File: src/hdl/motion_state_hysteresis_estimator_assert.svh
// Assertion macros for the motion state estimator.
`ifndef MOTION_STATE_HYSTERESIS_ESTIMATOR_ASSERT_SVH
`define MOTION_STATE_HYSTERESIS_ESTIMATOR_ASSERT_SVH
// Implication checked on every clock edge outside reset.
`define MSHE_ASSERT_IMP(label, clk, rst, lhs, rhs) \
  label: assert property (@(posedge clk) disable iff (rst) (lhs) |-> (rhs)) \
    else $error("assertion failed");
// Implication checked in the cycle after the antecedent.
`define MSHE_ASSERT_NEXT(label, clk, rst, lhs, rhs) \
  label: assert property (@(posedge clk) disable iff (rst) (lhs) |=> (rhs)) \
    else $error("assertion failed");
`endif

File: src/hdl/mshe_pkg.sv
// Shared types and constants for the motion state estimator.
package mshe_pkg;
  localparam int unsigned TS_W = 48;
  localparam int unsigned POS_W = 32;
  localparam logic [16:0] ONE_Q16 = 17'd65536;
  localparam logic [16:0] CONF_MIN = 17'd13107;
  localparam logic [19:0] US_PER_S = 20'd1000000;

  localparam logic [2:0] REG_ENABLE = 3'd0;
  localparam logic [2:0] REG_ENTER_SPEED = 3'd1;
  localparam logic [2:0] REG_EXIT_SPEED = 3'd2;
  localparam logic [2:0] REG_ENTER_TIME = 3'd3;
  localparam logic [2:0] REG_EXIT_TIME = 3'd4;
  localparam logic [2:0] REG_MAX_GAP = 3'd5;
  localparam logic [2:0] REG_GAIN = 3'd6;

  localparam logic [3:0] RSN_DISABLED = 4'd0;
  localparam logic [3:0] RSN_BAD_TIME = 4'd1;
  localparam logic [3:0] RSN_ROLLBACK = 4'd2;
  localparam logic [3:0] RSN_EXTERNAL = 4'd3;
  localparam logic [3:0] RSN_HOLD = 4'd4;
  localparam logic [3:0] RSN_UNAVAIL = 4'd5;
  localparam logic [3:0] RSN_BASELINE = 4'd6;
  localparam logic [3:0] RSN_BAD_DT = 4'd7;
  localparam logic [3:0] RSN_ESTIMATE = 4'd8;

  localparam logic [1:0] MS_UNKNOWN = 2'd0;
  localparam logic [1:0] MS_MOVING = 2'd1;
  localparam logic [1:0] MS_SETTLE = 2'd2;
  localparam logic [1:0] MS_STATIONARY = 2'd3;

  localparam logic [1:0] SRC_NONE = 2'd0;
  localparam logic [1:0] SRC_EXT = 2'd1;
  localparam logic [1:0] SRC_POS = 2'd2;

  typedef enum logic [3:0] {
    ST_IDLE, ST_SQ, ST_SQRT, ST_MUL, ST_DIV, ST_FILT1, ST_FILT2, ST_CONF,
    ST_DECIDE, ST_OUT
  } ctl_state_t;

  // request and reply between the controller and the serial arithmetic unit
  typedef struct packed {
    logic       start;
    logic [1:0] op;
  } ser_req_t;

  typedef struct packed {
    logic done;
  } ser_rsp_t;

  localparam logic [1:0] OP_SQRT = 2'd0;
  localparam logic [1:0] OP_DIV_SPEED = 2'd1;
  localparam logic [1:0] OP_DIV_CONF = 2'd2;
endpackage

File: src/hdl/mshe_serial_unit.sv
// Bit-serial square root and restoring divider.
module mshe_serial_unit (
  input  logic                clk,
  input  logic                rst,
  input  mshe_pkg::ser_req_t  req,
  output mshe_pkg::ser_rsp_t  rsp,
  input  logic [65:0]         rad,
  input  logic [67:0]         num,
  input  logic [47:0]         den,
  output logic [67:0]         quo
);
  import mshe_pkg::*;

  logic        busy;
  logic [1:0]  op;
  logic [6:0]  cnt;
  logic [65:0] rad_sh;
  logic [35:0] rem_sq;
  logic [33:0] root;
  logic [67:0] num_sh;
  logic [48:0] rem_dv;
  logic [47:0] den_r;
  logic [35:0] sq_trial;
  logic [35:0] sq_sub;
  logic [48:0] dv_trial;

  // one root bit per cycle: two radicand bits shift into the remainder
  always_comb begin
    sq_trial = {rem_sq[33:0], rad_sh[65:64]};
    sq_sub = {root, 2'b01};
    dv_trial = {rem_dv[47:0], num_sh[67]};
  end

  always_ff @(posedge clk) begin
    if (rst) begin
      busy <= 1'b0;
      cnt <= '0;
      rsp.done <= 1'b0;
    end else begin
      rsp.done <= 1'b0;
      if (req.start) begin
        busy <= 1'b1;
        op <= req.op;
        // 33 digit pairs for the root, 68 quotient bits for a divide
        cnt <= (req.op == OP_SQRT) ? 7'd32 : 7'd67;
        rad_sh <= rad;
        rem_sq <= '0;
        root <= '0;
        num_sh <= num;
        rem_dv <= '0;
        den_r <= den;
      end else if (busy) begin
        if (op == OP_SQRT) begin
          rad_sh <= {rad_sh[63:0], 2'b00};
          if (sq_trial >= sq_sub) begin
            rem_sq <= sq_trial - sq_sub;
            root <= {root[32:0], 1'b1};
          end else begin
            rem_sq <= sq_trial;
            root <= {root[32:0], 1'b0};
          end
        end else begin
          if (dv_trial >= {1'b0, den_r}) begin
            rem_dv <= dv_trial - {1'b0, den_r};
            num_sh <= {num_sh[66:0], 1'b1};
          end else begin
            rem_dv <= dv_trial;
            num_sh <= {num_sh[66:0], 1'b0};
          end
        end
        if (cnt == '0) begin
          busy <= 1'b0;
          rsp.done <= 1'b1;
        end else begin
          cnt <= cnt - 7'd1;
        end
      end
    end
  end

  assign quo = (op == OP_SQRT) ? {34'd0, root} : num_sh;
endmodule

File: config.mk
export PLATFORM = sky130hd
export DESIGN_NAME = mshe_serial_unit
export DESIGN_NICKNAME = d
export VERILOG_FILES = /design/src/hdl/motion_state_hysteresis_estimator_assert.svh /design/src/hdl/mshe_pkg.sv /design/src/hdl/mshe_serial_unit.sv
export SDC_FILE = /design/constraint.sdc
export NUM_CORES = 1
export LEC_CHECK = 0
export BUFFER_PORTS_ARGS = -buffer_cell sky130_fd_sc_hd__buf_4
export CAP_MARGIN = 20
export CORE_MARGIN = 4
export CORE_UTILIZATION = 63
export CTS_CLUSTER_DIAMETER = 100
export DETAILED_ROUTE_END_ITERATION = 10
export GPL_TIMING_DRIVEN = 0
export PLACE_DENSITY = 0.95
export RECOVER_POWER = 25
export SLEW_MARGIN = 5
export SYNTH_ARGS = -nofsm -noshare
export SYNTH_HDL_FRONTEND = slang
export SYNTH_SLANG_ARGS = --single-unit
File: constraint.sdc
create_clock -name clk -period 21.1 [get_ports clk]
set_input_delay 2.11 -clock clk [delete_from_list [all_inputs] [get_ports clk]]
set_output_delay 2.11 -clock clk [all_outputs]
set_load 0.1 [all_outputs]
==> summary.log, run 1 <==
qor: synthesis.synth-seq-area-share 0.5102
qor: critical_path.cp_data_arrival_time 6140 ps
qor: clock_network.cts.repair_timing.setup_buffer_count 0
qor: status.violations_in_the_final_reports capacitance limit, slew limit
qor: critical_path.largest_driver_fanout_on_the_critical_path 28
qor: clock_network.clock_tree_from_tritoncts yes
qor: die.number_of_placement_rows 61
qor: cells_and_area.post_route_cells_drive_above_1_share 0.2783
qor: place.detailed_place_hpwl 34990 um
qor: critical_path.crit_path_launch_type primary input
qor: route.drt-pass1-iter-count 6
qor: route.routed_via_density 6.141
qor: sta.hold_viol_final 0
qor: clock_network.cts_inserted_buffers 34
qor: global_route.groute.usage.overall 0.3050
qor: cells_and_area.layout.nets 2132
qor: critical_path.setup_cp_type primary input to register
qor: critical_path.crit-reg2reg-launch op[0]
qor: sta.max_freq 168.6 MHz
qor: synthesis.postSynthAreaPerCell 11.58 um^2
qor: place.post_dp_cell_area 20670 um^2
qor: critical_path.r2r_depth 7
qor: critical_path.data_required_time_of_the_critical_path 21310 ps
qor: critical_path.crit-reg2reg-capture num_sh[3]
qor: global_route.grt_pass1_vias 14.19k
qor: global_route.grt_first_pass_wirelength 76120 um
qor: route.route.final.wire_length 48810 um
qor: sta.timing_worst_slew_pin_value 3661 ps
qor: synthesis.yosysUniqueCellTypes 74
qor: synthesis.yosys-top-cells-area edfxtp_1 50%, mux2_2 10%, ha_1 6.0%, mux2i_1 3.5%, nor2_1 3.1%
qor: clock_network.cts_resized 0
qor: worst_hold_path.worst_hold_path_type register to register
qor: die.die_width 177.1 um
qor: status.run_status finished with violations
qor: cells_and_area.final_cell_area 21760 um^2
qor: synthesis.synth-main-ff-cell edfxtp_1
qor: worst_hold_path.holdPathStages 1
qor: route.routed_wire_length_per_instance 21.55 um
qor: global_route.grt_remaining_overflow 0
qor: synthesis.syn_nets 1829
qor: synthesis.netlist_area 18010 um^2
qor: global_route.grt_start_max_net_pins 36
qor: clock_network.clock_tree.htree_level_count 2
qor: synthesis.synth.top_cell.area_share 0.5002
qor: die.ioPinCount 256
qor: power_and_ir_drop.power 1.944 mW
qor: worst_hold_path.worstHoldStart rad_sh[0]
qor: clock_network.clock_insertion_delay_at_the_later_pin_of_the_skew_report 540 ps
qor: route.initialDrtViolationCount 1433
qor: sta.setup_violations 0
qor: route.detailroute.via_count 13.91k
qor: synthesis.synth_async_sr_flop_share 0
qor: die.area_of_the_die 31360 um^2
qor: clock_network.worst_setup_hold_path_clk_slew 60 ps
qor: power_and_ir_drop.max-vdd-ir-drop 108.8 uV
qor: sta.finalCritPeriodShare 0.2811
qor: route.ant_nets 0
qor: synthesis.synth.largest_area_cell edfxtp_1
qor: power_and_ir_drop.power.density 89.33 nW/um^2
qor: critical_path.critPathCaptureType register
qor: worst_hold_path.endpoint_with_the_worst_hold_slack rad_sh[2]
qor: clock_network.cts_num_sinks 309
qor: synthesis.synthesis.instances 1555
qor: die.die_height 177.1 um
qor: global_route.antenna_violations_before_repair 3
qor: critical_path.rrSetupSlack 16200 ps
qor: sta.final_number_of_max_transition_violations 25
qor: synthesis.synth-edff-count 300
qor: sta.maxSlewHeadroom -1.467
qor: clock_network.clk_root_buffer_cell clkbuf_16
qor: cells_and_area.fillCellCount 1675
qor: job.drv_cap 1
qor: die.initial_utilization 0.6430
qor: sta.tns 0 ps
qor: die.core-area 28010 um^2
qor: route.drc_errors 0
qor: power_and_ir_drop.p_leak 8.984 nW
qor: sta.skew 29.12 ps
qor: sta.period_needed 5932 ps
qor: place.routabilityCongestion 0.9231
qor: place.placement.io_buffers 254
qor: clock_network.clk_path_buf_depth 3
qor: sta.setup_repair_after_global_routing_missed_its_margin false
qor: clock_network.cts_hold_repair.buffers 0
qor: synthesis.yosysWarningCount 0
qor: cells_and_area.area_delta_synth_final 20.80%
qor: synthesis.ys_ff_latch 309
## critical path, cell delays in order
cell      delay (ps)
clkbuf_1         200
nand2b_1         220
o21ai_0         2700
buf_12           240
buf_12           210
buf_16           200
buf_12           220
## cells by family (layout without fill, tap and decap cells)
kind of cell	Yosys count	count (layout)	synth area share
AND/OR/NAND/NOR	359	359	0.09546
flip-flops	309	309	0.5102
AO/OA/AOI/OAI	304	304	0.1137
multiplexers	229	229	0.1388
buffers and inverters	191	519	0.04398
adder cells (fa/ha/maj)	87	87	0.06086
XOR/XNOR	76	76	0.03696
other	0	4	0
## stage by stage
stage	utilization	instances	hold slack (ps)	setup WS, ps
floorplan	-	1555	470.3	8043
global route	0.7766	2264	567.6	14810
finish	0.7767	2265	550.8	15170
CTS	0.7794	2261	551.9	15980
global placement	0.7279	2187	487.9	4159
detailed placement	0.7378	2200	530.4	16440
## registers in the layout (all words and copies together), names as in the netlist
register / count
rsp: 1
rad_sh: 66
root: 34
den_r: 48
op: 2
rem_sq: 34
cnt: 7
num_sh: 68
rem_dv: 48
busy: 1
## routing by layer
metal | global-route usage | vias up | part of all wire
met5 | 0 | - | 0
met4 | 0.1070 | 0 | 0.041
met3 | 0.06153 | 150 | 0.073
met2 | 0.5450 | 694 | 0.51
met1 | 0.3678 | 6756 | 0.37
li1 | - | 6310 | -
## how the worst max path moves through the flow
stage | start | to | slack [ps] | cells after the start
final | rst | num_sh[3] | 15170 | 7
after global routing | rst | num_sh[3] | 14810 | 7
after CTS | op[1] | quo[56] | 15980 | 5
after detailed placement | req[2] | num_sh[14] | 16440 | 8
after global placement | rst | rem_sq[13] | 4160 | 3
after floorplan | rst | rad_sh[0] | 8040 | 3
## Yosys cell counts (44+ instances only)
library cell / instances
nor2_1: 147
ha_1: 86
o21ai_0: 46
inv_1: 112
a21oi_1: 92
mux2i_1: 63
a21o_1: 44
nor2b_1: 46
nand2_1: 55
mux2_2: 166
edfxtp_1: 300
clkbuf_1: 50
## placed cells by master, fill, tap and decap left out, types with 6 or more instances in the layout
cell and instances:
bufinv_16 6, o21ai_1 10, a31oi_1 11, ha_1 86
a21o_1 44, and3_1 7, and2_1 11, nand4_1 19
xnor2_1 43, nor2b_1 46, a211oi_2 13, nand2_1 55
clkbuf_4 48, o21bai_1 12, or2_2 6, clkbuf_1 68
a211oi_1 6, buf_4 206, nand2b_1 8, o211ai_1 6
inv_1 112, a21oi_1 92, nor2_1 147, nand3_1 24
nor3_1 14, o21ai_0 47, xor2_1 33, mux2_2 165
clkinv_1 6, clkbuf_16 35, mux2i_1 63, edfxtp_1 300
dfxtp_1 9, o21a_1 15, buf_2 17
## final cells by class
class,count,area (um^2),area share
antenna,4,10.01,0.0004601
buffer,79,371.6,0.01708
clock buffer,44,909.6,0.04181
clock inverter,17,254.0,0.01167
inverter,112,420.4,0.01932
multi-input combinational,1055,8018,0.3685
sequential,309,9189,0.4224
tap,378,473.0,0.02174
timing repair buffer,267,2111,0.09702
## report_power, final
part / internal [mW] / switching, mW
clock: 0.380 / 0.251
sequential: 0.738 / 0.0252
combinational: 0.207 / 0.342
Power figures use the tool's default switching activity.
==> inputs of run 2 (changes only) <==
--- a/config.mk
+++ b/config.mk
@@ -5,14 +5,15 @@
 export SDC_FILE = /design/constraint.sdc
 export NUM_CORES = 1
 export LEC_CHECK = 0
+export ABC_AREA = 1
 export BUFFER_PORTS_ARGS = -buffer_cell sky130_fd_sc_hd__buf_4
 export CAP_MARGIN = 20
 export CORE_MARGIN = 4
-export CORE_UTILIZATION = 63
+export CORE_UTILIZATION = 54
 export CTS_CLUSTER_DIAMETER = 100
 export DETAILED_ROUTE_END_ITERATION = 10
 export GPL_TIMING_DRIVEN = 0
-export PLACE_DENSITY = 0.95
+export PLACE_DENSITY = 0.89
 export RECOVER_POWER = 25
 export SLEW_MARGIN = 5
 export SYNTH_ARGS = -nofsm -noshare
==> constraint.sdc (replaced) <==
create_clock -name clk -period 5.01 [get_ports clk]
set_input_delay 0.501 -clock clk [delete_from_list [all_inputs] [get_ports clk]]
set_output_delay 0.501 -clock clk [all_outputs]
set_load 0.1 [all_outputs]
==> run 2 against run 1 <==
Effect of this change:
- the flow now finishes without violations
- largest power group unchanged
- final area is 9.9% higher
- critical path depth is 2 lower
- highest routed layer unchanged
- setup slack worse by 14000 ps
- first-iteration DRC count is 1.3% lower
- critical endpoint is now quo[67]
- utilization is 12 points lower
==> summary.log, run 2 <==
qor: clock_network.cts.repair_timing.setup_buffer_count 0 [unchanged]
qor: power_and_ir_drop.max-vdd-ir-drop 264.0 uV [+140%]
qor: cells_and_area.leading_cell_types_in_the_layout_fill_and_taps_excluded 1033 x nand2_1, 440 x inv_1, 359 x nor2_1, 300 x edfxtp_1, 202 x buf_4
qor: global_route.antenna_violations_before_repair 0 [-3]
qor: route.ant_nets 0 [unchanged]
qor: sta.fin_hold_ws 126.9 ps [-423.9 ps]
qor: synthesis.synth.largest_area_cell edfxtp_1
qor: route.route.final.wire_length 59940 um [+23%]
qor: place.routabilityCongestion 0.9714 [+5.2%]
qor: synthesis.synth_commonest_cells 1033 x nand2_1, 439 x inv_1, 361 x nor2_1
qor: die.die_height 200.2 um [+13%]
qor: route.initialDrtViolationCount 1414 [-1.3%]
qor: place.pre_cts_slack 1511 ps [-14930 ps]
qor: route.drc_errors 0 [unchanged]
qor: global_route.grt_start_max_net_pins 36 [unchanged]
qor: route.detailroute.via_count 18.52k [+33%]
qor: sta.max_freq 267.6 MHz
qor: clock_network.worst_setup_hold_path_clk_slew 70 ps [about the same]
qor: synthesis.synth-edff-count 300 [unchanged]
qor: clock_network.clk_path_buf_depth 3 [unchanged]
qor: cells_and_area.num_antenna_cells 0 [-4]
qor: global_route.groute.usage.overall 0.2906 [-0.01440]
qor: route.routed_wire_length_per_instance 17.06 um [-21%]
qor: global_route.grt_remaining_overflow 0 [unchanged]
qor: synthesis.yosys-top-cells-area edfxtp_1 45%, nand2_1 19%, inv_1 8.3%, nor2_1 6.8%, ha_1 5.4%
qor: clock_network.cts_num_sinks 309 [unchanged]
qor: worst_hold_path.worst_hold_path_type primary input to register
qor: cells_and_area.largestRegisters num_sh (68), rad_sh (66)
qor: cells_and_area.largest_register_ffs 68 [unchanged]
qor: sta.timing_worst_slew_pin_value 1180 ps [-2481 ps]
qor: clock_network.clk_root_buffer_cell clkbuf_16
qor: power_and_ir_drop.power_switching_share 0.3486 [+0.03065]
qor: synthesis.synth.top_cell.area_share 0.4516 [-0.04866]
qor: clock_network.clock_tree_from_tritoncts yes
qor: power_and_ir_drop.power.sequential.fraction 0.377 [-0.016]
qor: critical_path.crit_path_launch_type register
qor: cells_and_area.registers.top_by_ff_count num_sh
qor: critical_path.largest_driver_fanout_on_the_critical_path 10 [-64%]
qor: cells_and_area.layout.nets 3295 [+55%]
qor: cells_and_area.area_delta_synth_final 19.82%
qor: clock_network.clock_insertion_delay_at_the_later_pin_of_the_skew_report 570 ps [+30 ps]
qor: synthesis.synth-main-ff-cell edfxtp_1
qor: sta.skew 26.43 ps [-2.687 ps]
qor: cells_and_area.fillCellCount 3148 [+88%]
qor: route.drt-pass1-iter-count 6 [unchanged]
qor: synthesis.synth_async_sr_flop_share 0 [unchanged]
qor: synthesis.synthesis.instances 2720 [+75%]
qor: sta.layout_setup_ws 1273 ps [-13900 ps]
qor: power_and_ir_drop.p_leak 11.91 nW [+33%]
qor: cells_and_area.post_route_cells_drive_above_1_share 0.1103 [-0.1680]
qor: status.run_status complete, no violations
qor: sta.finalCritPeriodShare 0.7459
qor: die.ioPinCount 256 [unchanged]
qor: power_and_ir_drop.gate_power_share 0.298 [+0.015]
qor: power_and_ir_drop.power.net_switching 2.945 mW [+380%]
qor: clock_network.cts_hold_repair.buffers 0 [unchanged]
qor: global_route.grt_first_pass_wirelength 94360 um [+24%]
qor: die.area_of_the_die 40080 um^2 [+28%]
qor: clock_network.clock_tree.htree_level_count 2 [unchanged]
qor: clock_network.cts_inserted_buffers 36 [+5.9%]
qor: sta.setup_repair_after_global_routing_missed_its_margin false
qor: power_and_ir_drop.power.density 353.4 nW/um^2 [+300%]
qor: synthesis.yosysUniqueCellTypes 36 [-51%]
qor: die.die_width 200.2 um [+13%]
qor: die.initial_utilization 0.5462 [-0.09671]
qor: critical_path.rrSetupSlack 1510 ps [-14690 ps]
qor: synthesis.netlist_area 19950 um^2 [+11%]
qor: sta.setup_violations 0 [unchanged]
qor: critical_path.setup_cp_type register to output pin
qor: place.placement.io_buffers 253 [-0.39%]
qor: synthesis.synth_most_common_cell nand2_1
qor: synthesis.synth-seq-area-share 0.4606 [-0.04963]
qor: sta.final_number_of_max_transition_violations 0 [-100%]
qor: job.drv_cap 0 [-1]
qor: synthesis.syn_nets 2994 [+64%]
qor: die.number_of_placement_rows 70 [+15%]
qor: synthesis.ys_ff_latch 309 [unchanged]
qor: cells_and_area.final_common_cell nand2_1
qor: global_route.grt_pass1_vias 18.15k [+28%]
qor: power_and_ir_drop.power.internal 5.503 mW [+320%]
qor: synthesis.postSynthAreaPerCell 7.335 um^2 [-37%]
qor: synthesis.yosysWarningCount 0 [unchanged]
qor: sta.period_needed 3737 ps
qor: route.routed_via_density 5.270 [-14%]
qor: critical_path.critPathCaptureType output pin
qor: sta.maxSlewHeadroom 0.2168 [+1.683]
qor: clock_network.cts_resized 0 [unchanged]
qor: critical_path.cp_data_arrival_time 3240 ps [-2900 ps]
qor: die.core-area 36520 um^2 [+30%]
qor: sta.hold_viol_final 0 [unchanged]
qor: power_and_ir_drop.clkPwrFrac 0.326 [about the same]
qor: critical_path.data_required_time_of_the_critical_path 4510 ps [-16800 ps]
qor: place.detailed_place_hpwl 47030 um [+34%]
run 2: logic make-up (layout without fill, tap and decap cells):
group	after synthesis	in the layout	synth area share
compound gates	231	231	0.06090
xor+xnor	45	45	0.01976
fa+ha+maj	87	87	0.05494
buf+inv	511	837	0.1007
flops	309	309	0.4606
simple gates	1537	1537	0.3032
run 2: layout make-up:
type                            instances  area [um^2]  share of cell area
Clock buffer                           41        929.6             0.03889
Clock inverter                         22        304.0             0.01272
Tap cell                              468        585.6             0.02449
Buffer                                 71        356.6             0.01492
Timing Repair Buffer                  263         2107             0.08814
Multi-Input combinational cell       1900         8782              0.3674
Sequential cell                       309         9189              0.3844
Inverter                              440         1652             0.06909
run 2: worst paths after layout:
path	depth (start not counted)	from	endpoint
max reg2reg	7	op[1]	num_sh[29]
min	1	den[33]	den_r[33]
min reg2reg	2	cnt[5]	cnt[5]
max	5	op[1]	quo[67]
run 2: power by group through the flow:
stage / sequential, mW / clock (mW) / combinational (mW)
after floorplan: 3.22 / 0 / 1.77
after global placement: 3.24 / 0 / 2.40
after detailed placement: 3.23 / 0 / 2.48
after CTS: 3.18 / 2.79 / 2.50
after global routing: 3.20 / 2.91 / 2.77
final: 3.18 / 2.75 / 2.52
run 2: critical path, stage by stage (launching register included):
cell and delay, ps:
edfxtp_1 370, nor2_1 480, clkbuf_1 660, clkbuf_1 620
nor2_1 240, buf_4 300
run 2: routing by layer:
metal	vias up	wire [um]	GRT usage
li1	9138	-	-
met1	8644	25170	0.3792
met2	621	29060	0.5057
met3	117	3525	0.03578
met4	0	2189	0.09811
met5	-	0	0
run 2: per-stage QoR:
| step | cells | total power, mW | instance area [um^2] | utilization | setup TNS, ps |
|---|---|---|---|---|---|
| 6_report | 3514 | 8.448 | 23910 | 0.6545 | 0 |
| 5_1_grt | 3514 | 8.869 | 23910 | 0.6545 | 0 |
| 4_1_cts | 3514 | 8.468 | 23940 | 0.6554 | 0 |
| 3_5_place_dp | 3451 | 5.707 | 22700 | 0.6216 | 0 |
| 3_3_place_gp | 3441 | 5.640 | 22450 | 0.6147 | -236340 |
| 2_1_floorplan | 2720 | 4.991 | 19960 | - | 0 |
